--- src/hw/rtl/lbr_pkg.sv ---
package lbr_pkg;

   // Generator constants.
   localparam logic [31:0] LCG_MULT  = 32'h015A_4E35;
   localparam logic [31:0] LCG_INC   = 32'd1;
   localparam logic [31:0] LOW_LIMIT = 32'h0000_7FFF;
   localparam int unsigned LOW_SHIFT = 16;

   // Remainder unit: one quotient bit per cycle over a 32-bit dividend.
   localparam int unsigned DIV_STEPS   = 32;
   localparam int unsigned DIV_COUNT_W = $clog2(DIV_STEPS);

   typedef enum logic [1:0] {
      CMD_LOAD    = 2'd0,
      CMD_DRAW    = 2'd1,
      CMD_ADVANCE = 2'd2
   } lbr_cmd_type;

   typedef enum logic [2:0] {
      ST_IDLE,
      ST_STEP,
      ST_REDUCE,
      ST_DIV_WAIT,
      ST_DONE
   } lbr_state_type;

   // Start request to the remainder unit.
   typedef struct packed {
      logic        start;
      logic [31:0] dividend;
      logic [30:0] divisor;
   } lbr_div_req_type;

   // Completion report from the remainder unit.
   typedef struct packed {
      logic        done;
      logic [30:0] remainder;
   } lbr_div_rsp_type;

endpackage

--- src/hw/rtl/lbr_rem_unit.sv ---
// Restoring remainder unit: one shift, compare and subtract per cycle.
module lbr_rem_unit (
   input  logic                     clock,
   input  logic                     reset,
   input  lbr_pkg::lbr_div_req_type div_req,
   output lbr_pkg::lbr_div_rsp_type div_rsp
);

   logic [30:0]                      rem_ff, rem_in;
   logic [31:0]                      dvd_ff, dvd_in;
   logic [30:0]                      divisor_ff, divisor_in;
   logic [lbr_pkg::DIV_COUNT_W-1:0]  count_ff, count_in;
   logic                             running_ff, running_in;
   logic                             done_ff, done_in;

   logic [31:0] trial;
   logic [32:0] diff;

   always_comb begin
      trial = {rem_ff, dvd_ff[31]};
      diff  = {1'b0, trial} - {2'b00, divisor_ff};

      rem_in     = rem_ff;
      dvd_in     = dvd_ff;
      divisor_in = divisor_ff;
      count_in   = count_ff;
      running_in = running_ff;
      done_in    = 1'b0;

      if (div_req.start) begin
         rem_in     = '0;
         dvd_in     = div_req.dividend;
         divisor_in = div_req.divisor;
         count_in   = '0;
         running_in = 1'b1;
      end else if (running_ff) begin
         // The partial remainder stays below the divisor, so 31 bits hold it.
         rem_in   = diff[32] ? trial[30:0] : diff[30:0];
         dvd_in   = {dvd_ff[30:0], 1'b0};
         count_in = count_ff + 1'b1;
         if (count_ff == lbr_pkg::DIV_COUNT_W'(lbr_pkg::DIV_STEPS - 1)) begin
            running_in = 1'b0;
            done_in    = 1'b1;
         end
      end
   end

   always_ff @(posedge clock) begin
      if (reset) begin
         running_ff <= 1'b0;
         done_ff    <= 1'b0;
         count_ff   <= '0;
      end else begin
         running_ff <= running_in;
         done_ff    <= done_in;
         count_ff   <= count_in;
      end
      rem_ff     <= rem_in;
      dvd_ff     <= dvd_in;
      divisor_ff <= divisor_in;
   end

   assign div_rsp.done      = done_ff;
   assign div_rsp.remainder = rem_ff;

endmodule

--- src/hw/rtl/lcg_bounded_random_top.sv ---
// Bounded random generator around a 32-bit linear congruential generator.
// The seed register steps as seed * 0x015A4E35 + 1 modulo 2^32. A load request
// writes the seed, an advance request steps it, and a draw request steps it and
// returns the magnitude of the new seed (read as signed) reduced modulo the
// limit; for a limit below 0x7FFF the magnitude is first shifted right by 16.
// A draw with a zero or negative limit returns 0 and keeps the seed, as does
// the unused command code three. Every request yields exactly one response that
// carries the seed after the request. The block handles one request at a time
// and holds req_ready low while it works. A load passes from the accepting
// state straight to the hand-over state; an advance passes the multiply step
// first. A draw with a positive limit passes the multiply step, launches the
// reduction in a restoring unit that settles one bit per cycle over the 32
// dividend bits, collects the remainder and then loads the response register.
// A finished response waits in the output register for rsp_ready while the
// block already takes the next request; the block waits to deliver a second
// response only if the first is still held there.
module lcg_bounded_random_top (
   input  logic        clock,
   input  logic        reset,
   input  logic        req_valid,
   output logic        req_ready,
   input  logic [1:0]  req_command,
   input  logic [31:0] req_seed_value,
   input  logic [31:0] req_limit,
   output logic        rsp_valid,
   input  logic        rsp_ready,
   output logic [30:0] rsp_random_value,
   output logic [31:0] rsp_current_seed
);

   lbr_pkg::lbr_state_type state_ff, state_in;
   logic [1:0]  cmd_ff, cmd_in;
   logic [30:0] limit_ff, limit_in;
   logic        small_ff, small_in;
   logic [31:0] seed_ff, seed_in;
   logic [30:0] rv_ff, rv_in;
   logic        rsp_valid_ff, rsp_valid_in;
   logic [30:0] rsp_random_value_ff, rsp_random_value_in;
   logic [31:0] rsp_current_seed_ff, rsp_current_seed_in;

   logic        accept;
   logic        limit_positive;
   logic [31:0] seed_step;
   logic [31:0] seed_mag;

   lbr_pkg::lbr_div_req_type div_req;
   lbr_pkg::lbr_div_rsp_type div_rsp;

   lbr_rem_unit u_rem_unit (
      .clock   (clock),
      .reset   (reset),
      .div_req (div_req),
      .div_rsp (div_rsp)
   );

   assign req_ready = (state_ff == lbr_pkg::ST_IDLE) && !reset;
   assign accept    = req_valid && req_ready;

   // A limit is usable only when it is nonzero and its sign bit is clear.
   assign limit_positive = !req_limit[31] && (req_limit != '0);

   // The product is kept modulo 2^32.
   assign seed_step = seed_ff * lbr_pkg::LCG_MULT + lbr_pkg::LCG_INC;

   // Negating the most negative seed gives 0x80000000, which is its magnitude.
   assign seed_mag = seed_ff[31] ? (32'd0 - seed_ff) : seed_ff;

   always_comb begin
      state_in            = state_ff;
      cmd_in              = cmd_ff;
      limit_in            = limit_ff;
      small_in            = small_ff;
      seed_in             = seed_ff;
      rv_in               = rv_ff;
      rsp_valid_in        = rsp_valid_ff && !rsp_ready;
      rsp_random_value_in = rsp_random_value_ff;
      rsp_current_seed_in = rsp_current_seed_ff;
      div_req.start       = 1'b0;
      div_req.dividend    = small_ff ? {16'd0, seed_mag[31:lbr_pkg::LOW_SHIFT]} : seed_mag;
      div_req.divisor     = limit_ff;

      case (state_ff)
         lbr_pkg::ST_IDLE: begin
            if (accept) begin
               cmd_in   = req_command;
               limit_in = req_limit[30:0];
               small_in = req_limit < lbr_pkg::LOW_LIMIT;
               rv_in    = '0;
               case (req_command)
                  lbr_pkg::CMD_LOAD: begin
                     seed_in  = req_seed_value;
                     state_in = lbr_pkg::ST_DONE;
                  end
                  lbr_pkg::CMD_DRAW: begin
                     state_in = limit_positive ? lbr_pkg::ST_STEP : lbr_pkg::ST_DONE;
                  end
                  lbr_pkg::CMD_ADVANCE: begin
                     state_in = lbr_pkg::ST_STEP;
                  end
                  default: begin
                     state_in = lbr_pkg::ST_DONE;
                  end
               endcase
            end
         end
         lbr_pkg::ST_STEP: begin
            seed_in = seed_step;
            if (cmd_ff == lbr_pkg::CMD_DRAW) begin
               state_in = lbr_pkg::ST_REDUCE;
            end else begin
               state_in = lbr_pkg::ST_DONE;
            end
         end
         lbr_pkg::ST_REDUCE: begin
            div_req.start = 1'b1;
            state_in      = lbr_pkg::ST_DIV_WAIT;
         end
         lbr_pkg::ST_DIV_WAIT: begin
            if (div_rsp.done) begin
               rv_in    = div_rsp.remainder;
               state_in = lbr_pkg::ST_DONE;
            end
         end
         lbr_pkg::ST_DONE: begin
            // Hand over once the output register is free or being emptied.
            if (!rsp_valid_ff || rsp_ready) begin
               rsp_valid_in        = 1'b1;
               rsp_random_value_in = rv_ff;
               rsp_current_seed_in = seed_ff;
               state_in            = lbr_pkg::ST_IDLE;
            end
         end
         default: begin
            state_in = lbr_pkg::ST_IDLE;
         end
      endcase
   end

   always_ff @(posedge clock) begin
      if (reset) begin
         state_ff     <= lbr_pkg::ST_IDLE;
         seed_ff      <= '0;
         rsp_valid_ff <= 1'b0;
      end else begin
         state_ff     <= state_in;
         seed_ff      <= seed_in;
         rsp_valid_ff <= rsp_valid_in;
      end
      cmd_ff              <= cmd_in;
      limit_ff            <= limit_in;
      small_ff            <= small_in;
      rv_ff               <= rv_in;
      rsp_random_value_ff <= rsp_random_value_in;
      rsp_current_seed_ff <= rsp_current_seed_in;
   end

   assign rsp_valid        = rsp_valid_ff;
   assign rsp_random_value = rsp_random_value_ff;
   assign rsp_current_seed = rsp_current_seed_ff;

endmodule

--- config.mk ---
export PLATFORM = sky130hd
export DESIGN_NAME = lcg_bounded_random_top
export DESIGN_NICKNAME = d
export VERILOG_FILES = /design/src/hw/rtl/lbr_pkg.sv /design/src/hw/rtl/lbr_rem_unit.sv /design/src/hw/rtl/lcg_bounded_random_top.sv
export SDC_FILE = /design/constraint.sdc
export NUM_CORES = 1
export LEC_CHECK = 0
export ABC_AREA = 0
export BUFFER_PORTS_ARGS = -buffer_cell sky130_fd_sc_hd__buf_2
export CORE_ASPECT_RATIO = 0.6
export CORE_MARGIN = 2
export CORE_UTILIZATION = 40
export CTS_BUF_LIST = sky130_fd_sc_hd__clkbuf_4 sky130_fd_sc_hd__clkbuf_8
export DETAILED_ROUTE_END_ITERATION = 8
export MAX_ROUTING_LAYER = met4
export PLACE_DENSITY = 0.64
export SLEW_MARGIN = 5
export SYNTH_ARGS = -nofsm -noshare
export SYNTH_HDL_FRONTEND = slang
export SYNTH_SLANG_ARGS = --single-unit
--- constraint.sdc ---
create_clock -name clock -period 5.7 [get_ports clock]
set_clock_uncertainty 0.1 [all_clocks]
set_input_delay 0.57 -clock clock [delete_from_list [all_inputs] [get_ports clock]]
set_output_delay 0.57 -clock clock [all_outputs]
set_load 0.05 [all_outputs]
==> results.sh, run 1 <==
export IMPL_drc=0
export IMPL_drt_met1_wl_um=35150
export IMPL_arrival_ps=6490
export IMPL_finalCritPeriodShare_pct=106.2
export IMPL_core_area_mm2=0.05238
export IMPL_ios=135
export IMPL_row_count=65
export IMPL_dr_pass1_iters=9
export IMPL_overflow=0
export IMPL_worst_ep_required_time_ps=6130
export IMPL_maxCapViolCount=0
export IMPL_hold_viol=0
export IMPL_startpoint_type="register"
export IMPL_syn_inst=2073
export IMPL_stdcell_count=3153
export IMPL_p_seq_share_pct=32.0
export IMPL_p_int_mw=4.583
export IMPL_drive_gt1_share_pct=25.29
export IMPL_cts_buffers=45
export IMPL_gp_congestion=0.9778
export IMPL_ys_flop_type="edfxtp_1"
export IMPL_switching_share_pct=38.88
export IMPL_fin_ws_ps=-352.0
export IMPL_ir_drop_v=0.0001453
export IMPL_vias_per_cell=5.218
export IMPL_pwr_share_comb_pct=43.1
export IMPL_crit_fanout=3
export IMPL_dieWidth_um=300.8
export IMPL_syn_nets=2559
export IMPL_violations="negative setup slack"
export IMPL_place_inst=3046
export IMPL_final_core_util_pct=49.66
export IMPL_fp_dieH_um=182.1
export IMPL_clk_insertion_delay_late_ps=650
export IMPL_port_buffers=134
export IMPL_grt_pass1_wl_um=105200
export IMPL_route_met3_wl_um=9446
export IMPL_ys_ff_latch=265
export IMPL_setup_tns_ps=-2479
export IMPL_maxSlewViolCount=0
export IMPL_synth_top_family_by_area="adder cells"
export IMPL_status="finished with violations"
export IMPL_vias=16450
export IMPL_whs_ps=66.08
export IMPL_synth_simple_gate_area_share_pct=10.53
export IMPL_grt_pass1_vias=16210
export IMPL_cts_tree="built"
export IMPL_final_cell_mix="inv_1, ha_1, buf_4"
export IMPL_syn_area_mm2=0.02114
export IMPL_multi_input_area_mm2=0.01285
export IMPL_final_area_mm2=0.02601
export IMPL_period_minus_slack_ps=6052
export IMPL_die_area_mm2=0.05476
export IMPL_synthArstFlopShare_pct=0
export IMPL_holdBufCountCts=0
export IMPL_synth_top_area_share_pct=27.13
export IMPL_tightest_slew_ps=1202
export IMPL_path_class="reg2reg"
export IMPL_initial_utilization_pct=40.36
export IMPL_hold_class="in2reg"
export IMPL_setup_violations=12
export IMPL_worstPathCellList="inv_6 -> ha_4 -> fa_1 -> inv_2 -> fa_1 -> fa_2 -> inv_2 -> fa_1 -> fa_1 -> inv_2 -> fa_1 -> inv_2 -> ha_4 -> buf_4 -> buf_6 -> a21o_4 -> a21oi_4 -> or2b_4 -> a31oi_4 -> o31a_4 -> xnor2_2 -> nor2_1 -> a311oi_1"
export IMPL_total_power_mw=7.498
export IMPL_post_dp_hpwl_um=56880
export IMPL_grt_max_degree=70
export IMPL_clk_pin_slew_worst_paths_ps=70
export IMPL_cellLeakagePower_nw=11.84
export IMPL_yosys_warnings=0
export IMPL_regArea_mm2=0.007272
export IMPL_highest_layer="met4"
export IMPL_synth_area_leaders="edfxtp_1, fa_1, ha_1, inv_1, dfxtp_1"
export IMPL_wirelength_um=70420
export IMPL_dpl_cell_area_mm2=0.02431
export IMPL_antenna_found_initial=2
export IMPL_clkSinkCount=265
export IMPL_synthAdderAreaFrac_pct=30.59
export IMPL_cpPeakStageDelay_ps=570
export IMPL_yosysTopAreaCell="edfxtp_1"
export IMPL_fmax_mhz=165.2
export IMPL_finalNetCount=2899
export IMPL_synthMuxAreaShare_pct=0.9175
export IMPL_slowest_stage="fa_1"
export IMPL_synth_compound_area_share_pct=11.11
export IMPL_clkPwrFrac_pct=24.9
export IMPL_avgSynthCellArea_um2=10.20
export IMPL_cts_root_buf="clkbuf_8"
export IMPL_antenna_left=0
export IMPL_relSlewSlack_pct=19.30
export IMPL_yosysUniqueCellTypes=94
export IMPL_synth_xor_area_share_pct=4.019
export IMPL_synth_edf_count=191
export IMPL_drt_iter0_markers=1469
export IMPL_crit_family="adder cells"
export IMPL_p_per_area_mw_per_mm2=288.3
export IMPL_p_switching_mw=2.916
export IMPL_rsz0062_at_grt="true"
export IMPL_critPathBufInv=7
export IMPL_syn_to_final_growth_pct=23.06
export IMPL_met2_length_um=24770
export IMPL_nFillCells=4841
export IMPL_grtUsageTotal_pct=27.00
export IMPL_htree_levels=2
export IMPL_cpMostUsedCell="fa_1"
export IMPL_ys_seq_area_share_pct=34.14
export IMPL_mostFrequentLayoutCell="inv_1"
export IMPL_clk_path_buf_depth=3
export IMPL_detail_route_wl_per_cell_um=22.34
export IMPL_cp_end_kind="register"
export IMPL_dp_slack_ps=-464.3
==> power groups by stage <==
| stage | clock network, mW | logic, mW | registers, mW |
|---|---|---|---|
| floorplan | 0 | 2.06 | 2.42 |
| detailed placement | 0 | 3.01 | 2.44 |
| finish | 1.87 | 3.23 | 2.40 |
| global route | 1.98 | 3.59 | 2.42 |
| global placement | 0 | 2.98 | 2.44 |
| CTS | 1.90 | 3.13 | 2.40 |
==> final cells by class <==
| cell class | count | area share [%] |
|---|---|---|
| clock inverter | 21 | 0.7456 |
| timing repair buffer | 358 | 9.534 |
| sequential | 265 | 27.96 |
| inverter | 409 | 6.046 |
| clock buffer | 61 | 2.915 |
| multi-input combinational | 1334 | 49.40 |
| antenna | 2 | 0.01924 |
| tap | 703 | 3.382 |
==> worst reg2reg max path, stage by stage, from the launching register on <==
cell      delay [ps]
dfxtp_4          410
inv_6             60
ha_4             270
fa_1             500
inv_2             40
fa_1             470
fa_2             550
inv_2             40
fa_1             450
fa_1             510
inv_2             40
fa_1             570
inv_2             70
ha_4             170
buf_4            130
buf_6            110
a21o_4           180
a21oi_4          150
or2b_4           310
a31oi_4          220
o31a_4           200
xnor2_2          120
nor2_1            60
a311oi_1         240
==> registers in the layout (all words and copies together), names as in the netlist, 5 cells and up <==
register and count:
u_rem_unit.dvd_ff 32, u_rem_unit.count_ff 5, limit_ff 31, rv_ff 31, rsp_current_seed 32, seed_ff 32, rsp_random_value 31, u_rem_unit.divisor_ff 31
u_rem_unit.rem_ff 31
==> cell families after synthesis <==
logic type,after synthesis
XOR/XNOR,97
AND/OR/NAND/NOR,455
flip-flops,265
AO/OA/AOI/OAI,347
buffers and inverters,474
adder cells (fa/ha/maj),416
multiplexers,19
==> routing by layer <==
layer  global-route usage (%)  vias up
met4                    4.975        0
li1                         -     7634
met3                    12.15       59
met2                    30.63      711
met1                    42.06     8047
met5                        -        -
==> timing repair <==
item,in CTS,in global routing
cloned,0,0
endpoints found under the setup margin,18,18
resized for setup,76,57
setup buffers,22,8
pin swaps,73,53
endpoints found under the hold margin,0,0
==> worst paths after layout <==
| path | from | to | slack, ps | cells past startpoint |
|---|---|---|---|---|
| min reg2reg | limit_ff[11] | u_rem_unit.divisor_ff[11] | 310 | 0 |
| min | req_seed_value[0] | seed_ff[0] | 70 | 3 |
| max reg2reg | seed_ff[14] | seed_ff[28] | -350 | 23 |
| max | seed_ff[14] | seed_ff[28] | -350 | 23 |
==> synthesized netlist by cell type (13+ instances only) <==
master / instances
inv_1: 409
ha_1: 248
edfxtp_1: 191
nand2_1: 187
fa_1: 168
o21ai_0: 87
dfxtp_1: 74
xnor2_1: 74
a21oi_1: 70
nor2_1: 62
clkbuf_1: 47
and2_1: 42
a31oi_1: 33
nand3_1: 27
a21o_1: 24
a311oi_1: 23
xor2_1: 23
nor3_1: 20
nand2b_1: 19
mux2i_1: 16
and3_1: 15
nor2b_1: 15
nand4_1: 13
Power figures use the tool's default switching activity.
==> run 2, diff against run 1 <==
--- a/config.mk
+++ b/config.mk
@@ -7,10 +7,11 @@
 export LEC_CHECK = 0
 export ABC_AREA = 0
 export BUFFER_PORTS_ARGS = -buffer_cell sky130_fd_sc_hd__buf_2
-export CORE_ASPECT_RATIO = 0.6
+export CAP_MARGIN = 20
+export CORE_ASPECT_RATIO = 1.5
 export CORE_MARGIN = 2
 export CORE_UTILIZATION = 40
-export CTS_BUF_LIST = sky130_fd_sc_hd__clkbuf_4 sky130_fd_sc_hd__clkbuf_8
+export CTS_BUF_LIST = sky130_fd_sc_hd__clkbuf_4
 export DETAILED_ROUTE_END_ITERATION = 8
 export MAX_ROUTING_LAYER = met4
 export PLACE_DENSITY = 0.64
==> results.sh, run 2 (synthesis gave the netlist of run 1 again) <==
export IMPL_ir_drop_v=0.0001709
export IMPL_regArea_mm2=0.007281
export IMPL_worst_ep_required_time_ps=6350
export IMPL_crit_family="adder cells"
export IMPL_crit_fanout=3
export IMPL_gp_congestion=1.010
export IMPL_slowest_stage="fa_1"
export IMPL_vias_per_cell=5.104
export IMPL_status="finished with violations"
export IMPL_clk_insertion_delay_late_ps=840
export IMPL_violations="negative setup slack"
export IMPL_antenna_found_initial=1
export IMPL_relSlewSlack_pct=34.36
export IMPL_whs_ps=54.04
export IMPL_mostFrequentLayoutCell="inv_1"
export IMPL_drt_iter0_markers=651
export IMPL_vias=16540
export IMPL_cts_tree="built"
export IMPL_clkSinkCount=265
export IMPL_ios=135
export IMPL_grtUsageTotal_pct=25.39
export IMPL_cpPeakStageDelay_ps=520
export IMPL_finalCritPeriodShare_pct=105.0
export IMPL_drive_gt1_share_pct=25.68
export IMPL_final_cell_mix="inv_1, buf_4, ha_1"
export IMPL_cts_buffers=72
export IMPL_setup_violations=12
export IMPL_clk_pin_slew_worst_paths_ps=70
export IMPL_antenna_left=0
export IMPL_fin_ws_ps=-285.4
export IMPL_cts_root_buf="clkbuf_4"
export IMPL_p_per_area_mw_per_mm2=273.9
export IMPL_detail_route_wl_per_cell_um=20.16
export IMPL_grt_met2_usage_pct=47.79
export IMPL_nFillCells=4860
export IMPL_multi_input_area_mm2=0.01281
export IMPL_grt_pass1_vias=17870
export IMPL_arrival_ps=6630
export IMPL_rsz0062_at_grt="true"
export IMPL_maxSlewViolCount=0
export IMPL_port_buffers=134
export IMPL_overflow=0
export IMPL_worstPathCellList="inv_4 -> ha_4 -> fa_1 -> inv_1 -> fa_1 -> fa_2 -> fa_1 -> inv_1 -> fa_1 -> inv_1 -> fa_1 -> inv_2 -> ha_4 -> nand3_2 -> or3_4 -> o2111ai_4 -> a31oi_4 -> o31a_4 -> xnor2_2 -> nor2_1 -> a311oi_1"
export IMPL_path_class="reg2reg"
export IMPL_initial_utilization_pct=40.30
export IMPL_syn_to_final_growth_pct=25.06
export IMPL_grt_max_degree=70
export IMPL_dr_pass1_iters=5
export IMPL_busiest_layer="met2"
export IMPL_final_core_util_pct=50.40
export IMPL_cellLeakagePower_nw=12.08
export IMPL_hold_viol=0
export IMPL_period_minus_slack_ps=5985
export IMPL_maxCapViolCount=0
export IMPL_die_area_mm2=0.05474
export IMPL_fp_dieH_um=285.5
export IMPL_grt_pass1_wl_um=100400
export IMPL_critPathBufInv=5
export IMPL_cpMostUsedCell="fa_1"
export IMPL_drc=0
export IMPL_wirelength_um=65320
export IMPL_core_area_mm2=0.05245
export IMPL_clk_path_buf_depth=3
export IMPL_hold_class="in2reg"
export IMPL_row_count=103
export IMPL_startpoint_type="register"
export IMPL_cp_end_kind="register"
export IMPL_fmax_mhz=167.1
export IMPL_grt_use_met1_pct=23.97
export IMPL_dieWidth_um=191.7
export IMPL_htree_levels=3
export IMPL_post_dp_hpwl_um=52680
export IMPL_tightest_slew_ps=982.2
export IMPL_met3_usage_pct=2.895
export IMPL_finalNetCount=2986
-- run 2: changes by cell type in the layout (fill, tap and decap cells not counted), moves of 4 or more --
cell           change
inv_6              -4
clkbuf_4          +84
buf_4             +11
dlygate4sd3_1     +62
clkinv_1          +13
clkbuf_8          -48
buf_6             -10
-- run 2: area by class of cell --
class	instances	area share (%)
timing repair buffer	418	11.39
inverter	409	5.917
multi-input combinational	1334	48.45
clock buffer	97	2.755
tap	682	3.228
clock inverter	35	0.7100
sequential	265	27.54
antenna	1	0.009467
-- run 2: what timing repair did --
item	CTS	global route
gates cloned	0	0
setup endpoints to repair	16	18
setup buffers	12	6
hold buffers	62	0
pin swaps	47	63
endpoints found under the hold margin	62	0
gates resized for setup	52	63
-- run 2: power by group --
group	switching, mW	total (mW)	internal [mW]
Clock	0.893	1.75	0.852
Sequential	0.137	2.36	2.22
Combinational	1.80	3.14	1.34
Total	2.83	7.24	4.41
-- run 2: tightest hold or removal path, delay by kind of cell --
| family | cells | cell delay (ps) |
|---|---|---|
| AO/OA/AOI/OAI | 2 | 180 |
| AND/OR/NAND/NOR | 2 | 130 |
| buffers and inverters | 1 | 80 |
-- run 2: final timing paths --
| path | start | endpoint | slack [ps] | depth (start not counted) |
|---|---|---|---|---|
| worst max-delay path | seed_ff[12] | seed_ff[28] | -290 | 21 |
| worst min-delay path | req_seed_value[21] | seed_ff[21] | 50 | 5 |
| worst max register to register | seed_ff[12] | seed_ff[28] | -290 | 21 |
| worst min register to register | rv_ff[23] | rsp_random_value[23] | 300 | 0 |
-- run 2: metal layers --
| metal | share of wire (%) | vias up | routed length (um) |
|---|---|---|---|
| met5 | 0 | - | 0 |
| met4 | 7.4 | 0 | 4836 |
| met3 | 3.5 | 215 | 2264 |
| met2 | 55 | 481 | 35900 |
| met1 | 34 | 7997 | 22330 |
| li1 | - | 7848 | - |
-- run 2: per-stage QoR --
| step | total power [mW] | setup WS [ps] | setup TNS, ps | instance area [um2] | std cells |
|---|---|---|---|---|---|
| 2_1_floorplan | 4.478 | -4.948 | -4.948 | 21500 | 2073 |
| 3_3_place_gp | 5.285 | -354.0 | -2668 | 24300 | 3031 |
| 3_5_place_dp | 5.350 | -391.3 | -3059 | 24300 | 3031 |
| 4_1_cts | 7.227 | -322.9 | -1813 | 26140 | 3235 |
| 5_1_grt | 7.762 | -515.8 | -4611 | 26430 | 3241 |
| 6_report | 7.241 | -285.4 | -1714 | 26430 | 3241 |
